--- src/rtl/xmr_pkg.sv ---
// Package for the XMODEM packet receiver: codes, phase and event types.
// No dependencies; every other file refers to it by scoped names.
package xmr_pkg;

  localparam int unsigned PayloadBytes = 128;
  localparam int unsigned QueueDepth   = 4;
  localparam int unsigned QueuePtrW    = $clog2(QueueDepth);
  localparam int unsigned QueueCntW    = $clog2(QueueDepth + 1);

  localparam logic [7:0] RetryLimitReset = 8'd10;

  localparam logic [7:0] CODE_ACK = 8'h06;
  localparam logic [7:0] CODE_NAK = 8'h15;
  localparam logic [7:0] CODE_CAN = 8'h18;
  localparam logic [7:0] CODE_EOT = 8'h04;

  localparam logic [1:0] PE_NONE    = 2'd0;
  localparam logic [1:0] PE_COMMIT  = 2'd1;
  localparam logic [1:0] PE_DISCARD = 2'd2;

  typedef enum logic [1:0] {
    ACT_START   = 2'd0,
    ACT_BYTE    = 2'd1,
    ACT_TIMEOUT = 2'd2
  } action_e;

  typedef enum logic [2:0] {
    PH_IDLE    = 3'd0,
    PH_HEADER  = 3'd1,
    PH_SEQ     = 3'd2,
    PH_INV     = 3'd3,
    PH_PAYLOAD = 3'd4,
    PH_CHECK   = 3'd5,
    PH_DONE    = 3'd6,
    PH_FAILED  = 3'd7
  } phase_e;

  // What the front hands to the back for one accepted item
  typedef enum logic [2:0] {
    EV_NAK     = 3'd0,  // start: NAK
    EV_FINISH  = 3'd1,  // EOT acknowledged
    EV_DATA    = 3'd2,  // tentative payload byte
    EV_COMMIT  = 3'd3,  // good packet: ACK
    EV_DISCARD = 3'd4,  // bad packet: NAK
    EV_CANCEL  = 3'd5   // retries exhausted: CAN twice
  } event_e;

  typedef struct packed {
    event_e      kind;
    logic [7:0]  data;
    logic [23:0] offset;
  } event_t;

endpackage

--- src/rtl/xmr_front.sv ---
// Front end: accepts input transactions, keeps the protocol state and
// classifies each item into at most one event for the back end. Uses xmr_pkg.
module xmr_front (
  input  logic               clk_i,
  input  logic               rst_ni,
  input  logic               accept_i,
  input  logic [1:0]         action_i,
  input  logic [7:0]         rx_byte_i,
  input  logic               cfg_we_i,
  input  logic [7:0]         cfg_data_i,
  output logic               ev_push_o,
  output xmr_pkg::event_t    ev_o
);

  xmr_pkg::phase_e phase_q, phase_d;
  logic [7:0]  retry_limit_q, retry_limit_d;
  logic [7:0]  count_q, count_d;
  logic [7:0]  sum_q, sum_d;
  logic [7:0]  idx_q, idx_d;
  logic [7:0]  seq_q, seq_d;
  logic [7:0]  inv_q, inv_d;
  logic [7:0]  retries_q, retries_d;
  logic [23:0] base_q, base_d;
  logic        mid;
  logic [8:0]  idx_inc;
  logic        good;

  always_ff @(posedge clk_i or negedge rst_ni) begin
    if (!rst_ni) begin
      phase_q       <= xmr_pkg::PH_IDLE;
      retry_limit_q <= xmr_pkg::RetryLimitReset;
      count_q       <= '0;
      sum_q         <= '0;
      idx_q         <= '0;
      seq_q         <= '0;
      inv_q         <= '0;
      retries_q     <= xmr_pkg::RetryLimitReset;
      base_q        <= '0;
    end else begin
      phase_q       <= phase_d;
      retry_limit_q <= retry_limit_d;
      count_q       <= count_d;
      sum_q         <= sum_d;
      idx_q         <= idx_d;
      seq_q         <= seq_d;
      inv_q         <= inv_d;
      retries_q     <= retries_d;
      base_q        <= base_d;
    end
  end

  assign mid = (phase_q == xmr_pkg::PH_SEQ) || (phase_q == xmr_pkg::PH_INV) ||
               (phase_q == xmr_pkg::PH_PAYLOAD) || (phase_q == xmr_pkg::PH_CHECK);
  assign idx_inc = {1'b0, idx_q} + 9'd1;
  assign good = (rx_byte_i == sum_q) && (seq_q == ~inv_q) &&
                (seq_q == count_q + 8'd1);

  always_comb begin
    phase_d       = phase_q;
    retry_limit_d = cfg_we_i ? cfg_data_i : retry_limit_q;
    count_d       = count_q;
    sum_d         = sum_q;
    idx_d         = idx_q;
    seq_d         = seq_q;
    inv_d         = inv_q;
    retries_d     = retries_q;
    base_d        = base_q;
    ev_push_o     = 1'b0;
    ev_o          = '{kind: xmr_pkg::EV_NAK, data: 8'd0, offset: 24'd0};

    if (accept_i) begin
      case (xmr_pkg::action_e'(action_i))
        xmr_pkg::ACT_START: begin
          count_d   = '0;
          base_d    = '0;
          sum_d     = '0;
          idx_d     = '0;
          seq_d     = '0;
          inv_d     = '0;
          retries_d = retry_limit_q;
          phase_d   = xmr_pkg::PH_HEADER;
          ev_push_o = 1'b1;
        end
        xmr_pkg::ACT_TIMEOUT: begin
          if (mid) begin
            ev_push_o = 1'b1;
            if (retries_q <= 8'd1) begin
              retries_d = '0;
              phase_d   = xmr_pkg::PH_FAILED;
              ev_o.kind = xmr_pkg::EV_CANCEL;
            end else begin
              retries_d = retries_q - 8'd1;
              phase_d   = xmr_pkg::PH_HEADER;
              ev_o.kind = xmr_pkg::EV_DISCARD;
            end
          end
        end
        xmr_pkg::ACT_BYTE: begin
          case (phase_q)
            xmr_pkg::PH_HEADER: begin
              if (rx_byte_i == xmr_pkg::CODE_EOT) begin
                phase_d   = xmr_pkg::PH_DONE;
                ev_push_o = 1'b1;
                ev_o.kind = xmr_pkg::EV_FINISH;
              end else begin
                sum_d   = '0;
                idx_d   = '0;
                phase_d = xmr_pkg::PH_SEQ;
              end
            end
            xmr_pkg::PH_SEQ: begin
              seq_d   = rx_byte_i;
              phase_d = xmr_pkg::PH_INV;
            end
            xmr_pkg::PH_INV: begin
              inv_d   = rx_byte_i;
              phase_d = xmr_pkg::PH_PAYLOAD;
            end
            xmr_pkg::PH_PAYLOAD: begin
              sum_d       = sum_q + rx_byte_i;
              idx_d       = idx_inc[7:0];
              ev_push_o   = 1'b1;
              ev_o.kind   = xmr_pkg::EV_DATA;
              ev_o.data   = rx_byte_i;
              ev_o.offset = base_q + {16'd0, idx_q};
              if (idx_inc >= 9'(xmr_pkg::PayloadBytes)) begin
                phase_d = xmr_pkg::PH_CHECK;
              end
            end
            xmr_pkg::PH_CHECK: begin
              ev_push_o = 1'b1;
              if (good) begin
                count_d   = count_q + 8'd1;
                base_d    = base_q + 24'(xmr_pkg::PayloadBytes);
                retries_d = retry_limit_q;
                phase_d   = xmr_pkg::PH_HEADER;
                ev_o.kind = xmr_pkg::EV_COMMIT;
              end else if (retries_q <= 8'd1) begin
                retries_d = '0;
                phase_d   = xmr_pkg::PH_FAILED;
                ev_o.kind = xmr_pkg::EV_CANCEL;
              end else begin
                retries_d = retries_q - 8'd1;
                phase_d   = xmr_pkg::PH_HEADER;
                ev_o.kind = xmr_pkg::EV_DISCARD;
              end
            end
            default: begin
              // idle, done, failed: byte ignored
            end
          endcase
        end
        default: begin
          // unused action code
        end
      endcase
    end
  end

endmodule

--- src/rtl/xmr_back.sv ---
// Back end: event queue between front and result ports, and expansion of
// each event into one or two result transactions. Uses xmr_pkg.
module xmr_back (
  input  logic              clk_i,
  input  logic              rst_ni,
  input  logic              ev_push_i,
  input  xmr_pkg::event_t   ev_i,
  output logic              full_o,
  output logic              empty_o,
  input  logic              pop_i,
  output logic              tx_valid_o,
  output logic [7:0]        tx_byte_o,
  output logic              data_valid_o,
  output logic [7:0]        data_byte_o,
  output logic [23:0]       data_offset_o,
  output logic [1:0]        packet_end_o,
  output logic              finished_o,
  output logic              failed_o,
  output logic              last_o
);

  xmr_pkg::event_t mem_q [xmr_pkg::QueueDepth];
  logic [xmr_pkg::QueuePtrW-1:0] wr_q, wr_d, rd_q, rd_d;
  logic [xmr_pkg::QueueCntW-1:0] cnt_q, cnt_d;
  logic            second_q, second_d;
  logic            do_pop, deq;
  xmr_pkg::event_t head;

  assign full_o  = (cnt_q == xmr_pkg::QueueCntW'(xmr_pkg::QueueDepth));
  assign empty_o = (cnt_q == '0);
  assign head    = mem_q[rd_q];
  assign do_pop  = pop_i && !empty_o;
  // a cancel event stays at the head until both CAN results have gone
  assign deq     = do_pop && !((head.kind == xmr_pkg::EV_CANCEL) && !second_q);

  always_ff @(posedge clk_i) begin
    if (ev_push_i) begin
      mem_q[wr_q] <= ev_i;
    end
  end

  always_ff @(posedge clk_i or negedge rst_ni) begin
    if (!rst_ni) begin
      wr_q     <= '0;
      rd_q     <= '0;
      cnt_q    <= '0;
      second_q <= 1'b0;
    end else begin
      wr_q     <= wr_d;
      rd_q     <= rd_d;
      cnt_q    <= cnt_d;
      second_q <= second_d;
    end
  end

  always_comb begin
    wr_d     = ev_push_i ? wr_q + 1'b1 : wr_q;
    rd_d     = deq ? rd_q + 1'b1 : rd_q;
    cnt_d    = cnt_q;
    second_d = second_q;
    if (ev_push_i && !deq) begin
      cnt_d = cnt_q + 1'b1;
    end else if (!ev_push_i && deq) begin
      cnt_d = cnt_q - 1'b1;
    end
    if (do_pop) begin
      second_d = !deq;
    end
  end

  always_comb begin
    tx_valid_o    = 1'b0;
    tx_byte_o     = 8'd0;
    data_valid_o  = 1'b0;
    data_byte_o   = 8'd0;
    data_offset_o = 24'd0;
    packet_end_o  = xmr_pkg::PE_NONE;
    finished_o    = 1'b0;
    failed_o      = 1'b0;
    last_o        = 1'b1;
    case (head.kind)
      xmr_pkg::EV_NAK: begin
        tx_valid_o = 1'b1;
        tx_byte_o  = xmr_pkg::CODE_NAK;
      end
      xmr_pkg::EV_FINISH: begin
        tx_valid_o = 1'b1;
        tx_byte_o  = xmr_pkg::CODE_ACK;
        finished_o = 1'b1;
      end
      xmr_pkg::EV_DATA: begin
        data_valid_o  = 1'b1;
        data_byte_o   = head.data;
        data_offset_o = head.offset;
      end
      xmr_pkg::EV_COMMIT: begin
        tx_valid_o   = 1'b1;
        tx_byte_o    = xmr_pkg::CODE_ACK;
        packet_end_o = xmr_pkg::PE_COMMIT;
      end
      xmr_pkg::EV_DISCARD: begin
        tx_valid_o   = 1'b1;
        tx_byte_o    = xmr_pkg::CODE_NAK;
        packet_end_o = xmr_pkg::PE_DISCARD;
      end
      xmr_pkg::EV_CANCEL: begin
        tx_valid_o = 1'b1;
        tx_byte_o  = xmr_pkg::CODE_CAN;
        if (second_q) begin
          failed_o = 1'b1;
        end else begin
          packet_end_o = xmr_pkg::PE_DISCARD;
          last_o       = 1'b0;
        end
      end
      default: begin
        tx_valid_o = 1'b0;
      end
    endcase
  end

endmodule

--- src/rtl/xmodem_packet_receiver.sv ---
// Top level of the XMODEM packet receiver: front end, event queue / result
// back end and assertions. Depends on xmr_pkg, xmr_front and xmr_back.
//
// Usage:
//  - Input queue side: drive action_i / rx_byte_i and raise push; the
//    transaction is taken on a clock edge with push high and full low.
//    action 0 starts a transfer, 1 delivers a received byte, 2 a timeout.
//  - Result queue side: while empty is low the oldest result is on the
//    result ports; it is taken on an edge with pop high and empty low.
//    last_o marks the final result of one input transaction.
//  - Config: cfg_valid_i / cfg_ready_o / cfg_data_i write retry_limit.
//    cfg_ready_o is always high; write only while the block is idle.
// Timing: one input transaction per cycle while full is low. Its result (if any)
// is visible on the result ports the cycle after acceptance when the
// queue was empty. A cancel gives two results and takes two pops.
// A four-entry event queue between front and back sets how far the
// receiver may stall; full rises once four events are waiting.
// Reset: phase idle, retry limit 10, queue empty, no results pending.
module xmodem_packet_receiver (
  input  logic        clk_i,
  input  logic        rst_ni,
  input  logic        push,
  output logic        full,
  input  logic [1:0]  action_i,
  input  logic [7:0]  rx_byte_i,
  output logic        empty,
  input  logic        pop,
  output logic        tx_valid_o,
  output logic [7:0]  tx_byte_o,
  output logic        data_valid_o,
  output logic [7:0]  data_byte_o,
  output logic [23:0] data_offset_o,
  output logic [1:0]  packet_end_o,
  output logic        finished_o,
  output logic        failed_o,
  output logic        last_o,
  input  logic        cfg_valid_i,
  output logic        cfg_ready_o,
  input  logic [7:0]  cfg_data_i
);

  logic            accept;
  logic            ev_push;
  xmr_pkg::event_t ev;

  assign cfg_ready_o = 1'b1;
  assign accept      = push && !full;

  xmr_front u_front (
    .clk_i      (clk_i),
    .rst_ni     (rst_ni),
    .accept_i   (accept),
    .action_i   (action_i),
    .rx_byte_i  (rx_byte_i),
    .cfg_we_i   (cfg_valid_i && cfg_ready_o),
    .cfg_data_i (cfg_data_i),
    .ev_push_o  (ev_push),
    .ev_o       (ev)
  );

  xmr_back u_back (
    .clk_i         (clk_i),
    .rst_ni        (rst_ni),
    .ev_push_i     (ev_push),
    .ev_i          (ev),
    .full_o        (full),
    .empty_o       (empty),
    .pop_i         (pop),
    .tx_valid_o    (tx_valid_o),
    .tx_byte_o     (tx_byte_o),
    .data_valid_o  (data_valid_o),
    .data_byte_o   (data_byte_o),
    .data_offset_o (data_offset_o),
    .packet_end_o  (packet_end_o),
    .finished_o    (finished_o),
    .failed_o      (failed_o),
    .last_o        (last_o)
  );

`ifndef NO_ASSERTIONS
  // a start always yields a result, so the queue cannot be empty after it
  a_start_queued: assert property (@(posedge clk_i) disable iff (!rst_ni)
    (accept && action_i == xmr_pkg::ACT_START) |=> !empty)
    else $error("start transaction left no result");

  // start into an empty queue shows NAK at the head next cycle
  a_start_nak: assert property (@(posedge clk_i) disable iff (!rst_ni)
    (accept && action_i == xmr_pkg::ACT_START && empty) |=>
    (tx_valid_o && tx_byte_o == xmr_pkg::CODE_NAK && last_o))
    else $error("start did not reply NAK");

  // first CAN of a cancel is followed by the failure result
  a_cancel_pair: assert property (@(posedge clk_i) disable iff (!rst_ni)
    (pop && !empty && tx_byte_o == xmr_pkg::CODE_CAN && !last_o) |=>
    (!empty && failed_o && last_o && tx_byte_o == xmr_pkg::CODE_CAN))
    else $error("cancel not followed by failure result");
`endif

endmodule

--- config.mk ---
export PLATFORM = sky130hd
export DESIGN_NAME = xmodem_packet_receiver
export DESIGN_NICKNAME = d
export VERILOG_FILES = /design/src/rtl/xmr_pkg.sv /design/src/rtl/xmr_front.sv /design/src/rtl/xmr_back.sv /design/src/rtl/xmodem_packet_receiver.sv
export SDC_FILE = /design/constraint.sdc
export NUM_CORES = 1
export LEC_CHECK = 0
export ABC_AREA = 1
export ABC_CLOCK_PERIOD_IN_PS = 4000
export BUFFER_PORTS_ARGS = -buffer_cell sky130_fd_sc_hd__buf_4
export CORE_UTILIZATION = 40
export CTS_CLUSTER_DIAMETER = 80
export CTS_CLUSTER_SIZE = 25
export DETAILED_ROUTE_END_ITERATION = 7
export SETUP_SLACK_MARGIN = 0.4
export SLEW_MARGIN = 40
export SYNTH_ARGS = -nofsm -noshare
export SYNTH_HDL_FRONTEND = slang
export SYNTH_SLANG_ARGS = --single-unit
--- constraint.sdc ---
create_clock -name clk_i -period 4 [get_ports clk_i]
set_clock_uncertainty 0.1 [all_clocks]
set_input_delay 0.4 -clock clk_i [delete_from_list [all_inputs] [get_ports clk_i]]
set_output_delay 0.4 -clock clk_i [all_outputs]
set_load 0.01 [all_outputs]
==> results.sh <==
export IMPL_power_density_nw_per_um2=532
export IMPL_cts_tree="built"
export IMPL_synth_distinct_cells=58
export IMPL_rsz0062_at_grt="false"
export IMPL_path_cells="inv_6 > nand2_1 > a32oi_2 > inv_2 > nor2_1 > nand2_1 > buf_4 > a21oi_1 > buf_4"
export IMPL_ys_seq_elements=224
export IMPL_numPortBuffers=68
export IMPL_clock_sinks=224
export IMPL_hold_class="in -> reg"
export IMPL_hold_violations=0
export IMPL_synthArstFlopShare=0.375
export IMPL_synth_flop_cell="edfxtp_1"
export IMPL_rows=61
export IMPL_pwr_share_clk=0.228
export IMPL_nets=1415
export IMPL_synth_edf_count=140
export IMPL_finalWirelength_microns=26600
export IMPL_yosysSeqAreaShare=0.545
export IMPL_critPathRequiredTime_ns=3.50
export IMPL_synthMuxAreaShare=0.000972
export IMPL_place_ws_ns=0.942
export IMPL_clk_path_buf_depth=3
export IMPL_outcome="finished, final reports clean"
export IMPL_placed_cell_area_sq_um=12500
export IMPL_grt_overflow_total=0
export IMPL_drive_gt1_frac=0.142
export IMPL_num_vias=8635
export IMPL_avgViaCountPerCell=4.93
export IMPL_intPower_mw=4.35
export IMPL_relSlewSlack=0.415
export IMPL_peakVddDrop_uv=292
export IMPL_dp_cells=1727
export IMPL_fillers=2656
export IMPL_ios=73
export IMPL_end_kind="output port"
export IMPL_area_delta_synth_final_pct=12.1
export IMPL_clockRootBuffer="clkbuf_16"
export IMPL_route_detailed_drc=0
export IMPL_dieArea_sq_um=29600
export IMPL_grt_usage=0.184
export IMPL_max_stage_delay_ns=0.60
export IMPL_crit_type="reg -> out"
export IMPL_clk_pin_slew_worst_paths_ns=0.10
export IMPL_setup_tns_ns=0
export IMPL_antennaDiodeCount=0
export IMPL_first_iter_violations=562
export IMPL_power_frac_comb=0.356
export IMPL_postSynthCellCount=1312
export IMPL_synth_xor_area_frac=0.0174
export IMPL_slowest_stage="dfrtp_2"
export IMPL_cp_arrival_ns=2.86
export IMPL_power_frac_seq=0.415
export IMPL_setup_viol=0
export IMPL_synth_top_family_by_area="simple AND/OR/NAND/NOR gates"
export IMPL_synth_warning_count=0
export IMPL_synthMostInstantiatedCell="nand2_1"
export IMPL_syn_cell_area_sq_um=11600
export IMPL_worstMarginPinSlew_ns=0.873
export IMPL_synth_compound_area_frac=0.118
export IMPL_fmax_mhz=298
export IMPL_cts_made_buffers=14
export IMPL_maxCapViolCount=0
export IMPL_htree_levels=1
export IMPL_yosys_area_share_adder=0.0272
export IMPL_leakage_nw=5.39
export IMPL_grt_pass1_vias=8145
export IMPL_p_sw_frac=0.371
export IMPL_register_area_sq_um=6310
export IMPL_place_congestion=0.857
export IMPL_min_period_ns=3.36
export IMPL_worst_path_buf_inv=4
export IMPL_yosys_area_share_simple=0.225
export IMPL_layout_setup_ws_ns=0.643
export IMPL_ant_nets=0
export IMPL_antenna_found_initial=0
export IMPL_coreArea_sq_um=28200
export IMPL_firstDrtPassIters=4
export IMPL_crit_path_max_fanout=25
export IMPL_die_x_microns=172
export IMPL_clk_latency_ns=0.49
export IMPL_wire_per_inst_microns=15.2
export IMPL_period_share=0.839
export IMPL_die_h_microns=172
export IMPL_synth_common_cells="261 x nand2_1, 244 x nor2_1, 140 x edfxtp_1"
export IMPL_grt_pass1_wl_microns=42700
export IMPL_cts_setup_buffers=0
export IMPL_multi_input_area_sq_um=4540
export IMPL_fin_area_sq_um=13000
export IMPL_synth_top_area_frac=0.363
export IMPL_crit_family="buffers and inverters"
export IMPL_initial_core_util=0.411
export IMPL_dpl_hpwl_microns=18000
export IMPL_p_sw_mw=2.56
export IMPL_layoutNonFillerInstCount=1752
export IMPL_synth_top_area_cell="edfxtp_1"
export IMPL_synth_area_top_cells="edfxtp_1 36%, dfrtp_1 17%, nand2_1 8.5%"
export IMPL_worstSetupStartpointType="flop"
export IMPL_grt_max_degree=52
export IMPL_slew_violations=0
export IMPL_avgSynthCellArea_sq_um=8.83
-- stage by stage --
stage / power [mW] / hold slack, ns / util
2_1_floorplan: 4.57 / 0.00441 / -
3_3_place_gp: 5.36 / 0.360 / 0.443
3_5_place_dp: 5.39 / 0.362 / 0.444
4_1_cts: 6.99 / 0.0101 / 0.461
5_1_grt: 7.41 / 0.0156 / 0.461
6_report: 6.91 / 0.0339 / 0.461
-- flip-flops by register name (all words and copies together), names as in the netlist --
name                   flops
u_back.mem_q             140
u_front.base_q            17
u_front.count_q            8
u_front.idx_q              8
u_front.inv_q              8
u_front.retries_q          8
u_front.retry_limit_q      8
u_front.seq_q              8
u_front.sum_q              8
u_back.cnt_q               3
u_front.phase_q            3
u_back.rd_q                2
u_back.wr_q                2
u_back.second_q            1
-- kinds of logic (layout without fill, tap and decap cells) --
family                   Yosys count  after routing
other                              2              4
flip-flops                       224            224
AO/OA/AOI/OAI                    237            237
adder cells (fa/ha/maj)           24             24
AND/OR/NAND/NOR                  616            616
multiplexers                       1              1
XOR/XNOR                          23             23
buffers and inverters            185            245
-- path summary, 6_finish.rpt --
check	startpoint	endpoint	slack, ns	cells past startpoint
setup / recovery	u_back.rd_q[0]	data_offset_o[5]	0.64	9
hold / removal	cfg_data_i[5]	u_front.retry_limit_q[5]	0.03	3
setup reg to reg	u_back.rd_q[0]	u_back.cnt_q[2]	1.03	14
hold reg to reg	u_front.retries_q[1]	u_front.retries_q[1]	0.38	2
max in group asynchronous	rst_ni	u_front.inv_q[1]	2.64	3
min in group asynchronous	rst_ni	u_front.count_q[4]	0.36	2
-- layer usage --
layer  up-vias  GRT usage  part of all wire
met4         0     0.0389             0.012
met1      4031      0.261              0.48
met2       176      0.303              0.46
met3        24     0.0213             0.043
met5         -          0                 0
li1       4404          -                 -
-- worst min-delay path, stage by stage --
cell and delay [ns]:
buf_4 0.08, nand2_1 0.03, o21ai_0 0.05
-- cell usage in the layout (no fill, tap or decap), types with 19 or more instances in the layout --
| cell type | n |
|---|---|
| a21oi_1 | 80 |
| buf_4 | 85 |
| dfrtp_1 | 79 |
| edfxtp_1 | 140 |
| ha_1 | 22 |
| inv_1 | 125 |
| nand2_1 | 261 |
| nand3_1 | 42 |
| nor2_1 | 240 |
| o21ai_0 | 102 |
| o21ai_2 | 28 |
| xor2_1 | 19 |
-- final cells by class --
type / count / area share
Clock inverter: 6 / 0.00636
Clock buffer: 16 / 0.0292
Multi-Input combinational cell: 905 / 0.350
Timing Repair Buffer: 89 / 0.0530
Inverter: 134 / 0.0391
Sequential cell: 224 / 0.486
Tap cell: 378 / 0.0364
-- timing repair --
| action | CTS | global route |
|---|---|---|
| resized for setup | 0 | 3 |
| setup endpoints to repair | 0 | 24 |
| endpoints found under the hold margin | 40 | 0 |
| hold buffers | 3 | 0 |
-- power groups by stage --
stage | Clock [mW] | Sequential, mW | Combinational [mW]
5_1_grt | 1.70 | 2.90 | 2.81
2_1_floorplan | 0 | 2.84 | 1.73
6_report | 1.58 | 2.87 | 2.46
3_3_place_gp | 0 | 2.91 | 2.45
3_5_place_dp | 0 | 2.92 | 2.47
4_1_cts | 1.63 | 2.87 | 2.49
(Power assumes the default switching activity.)
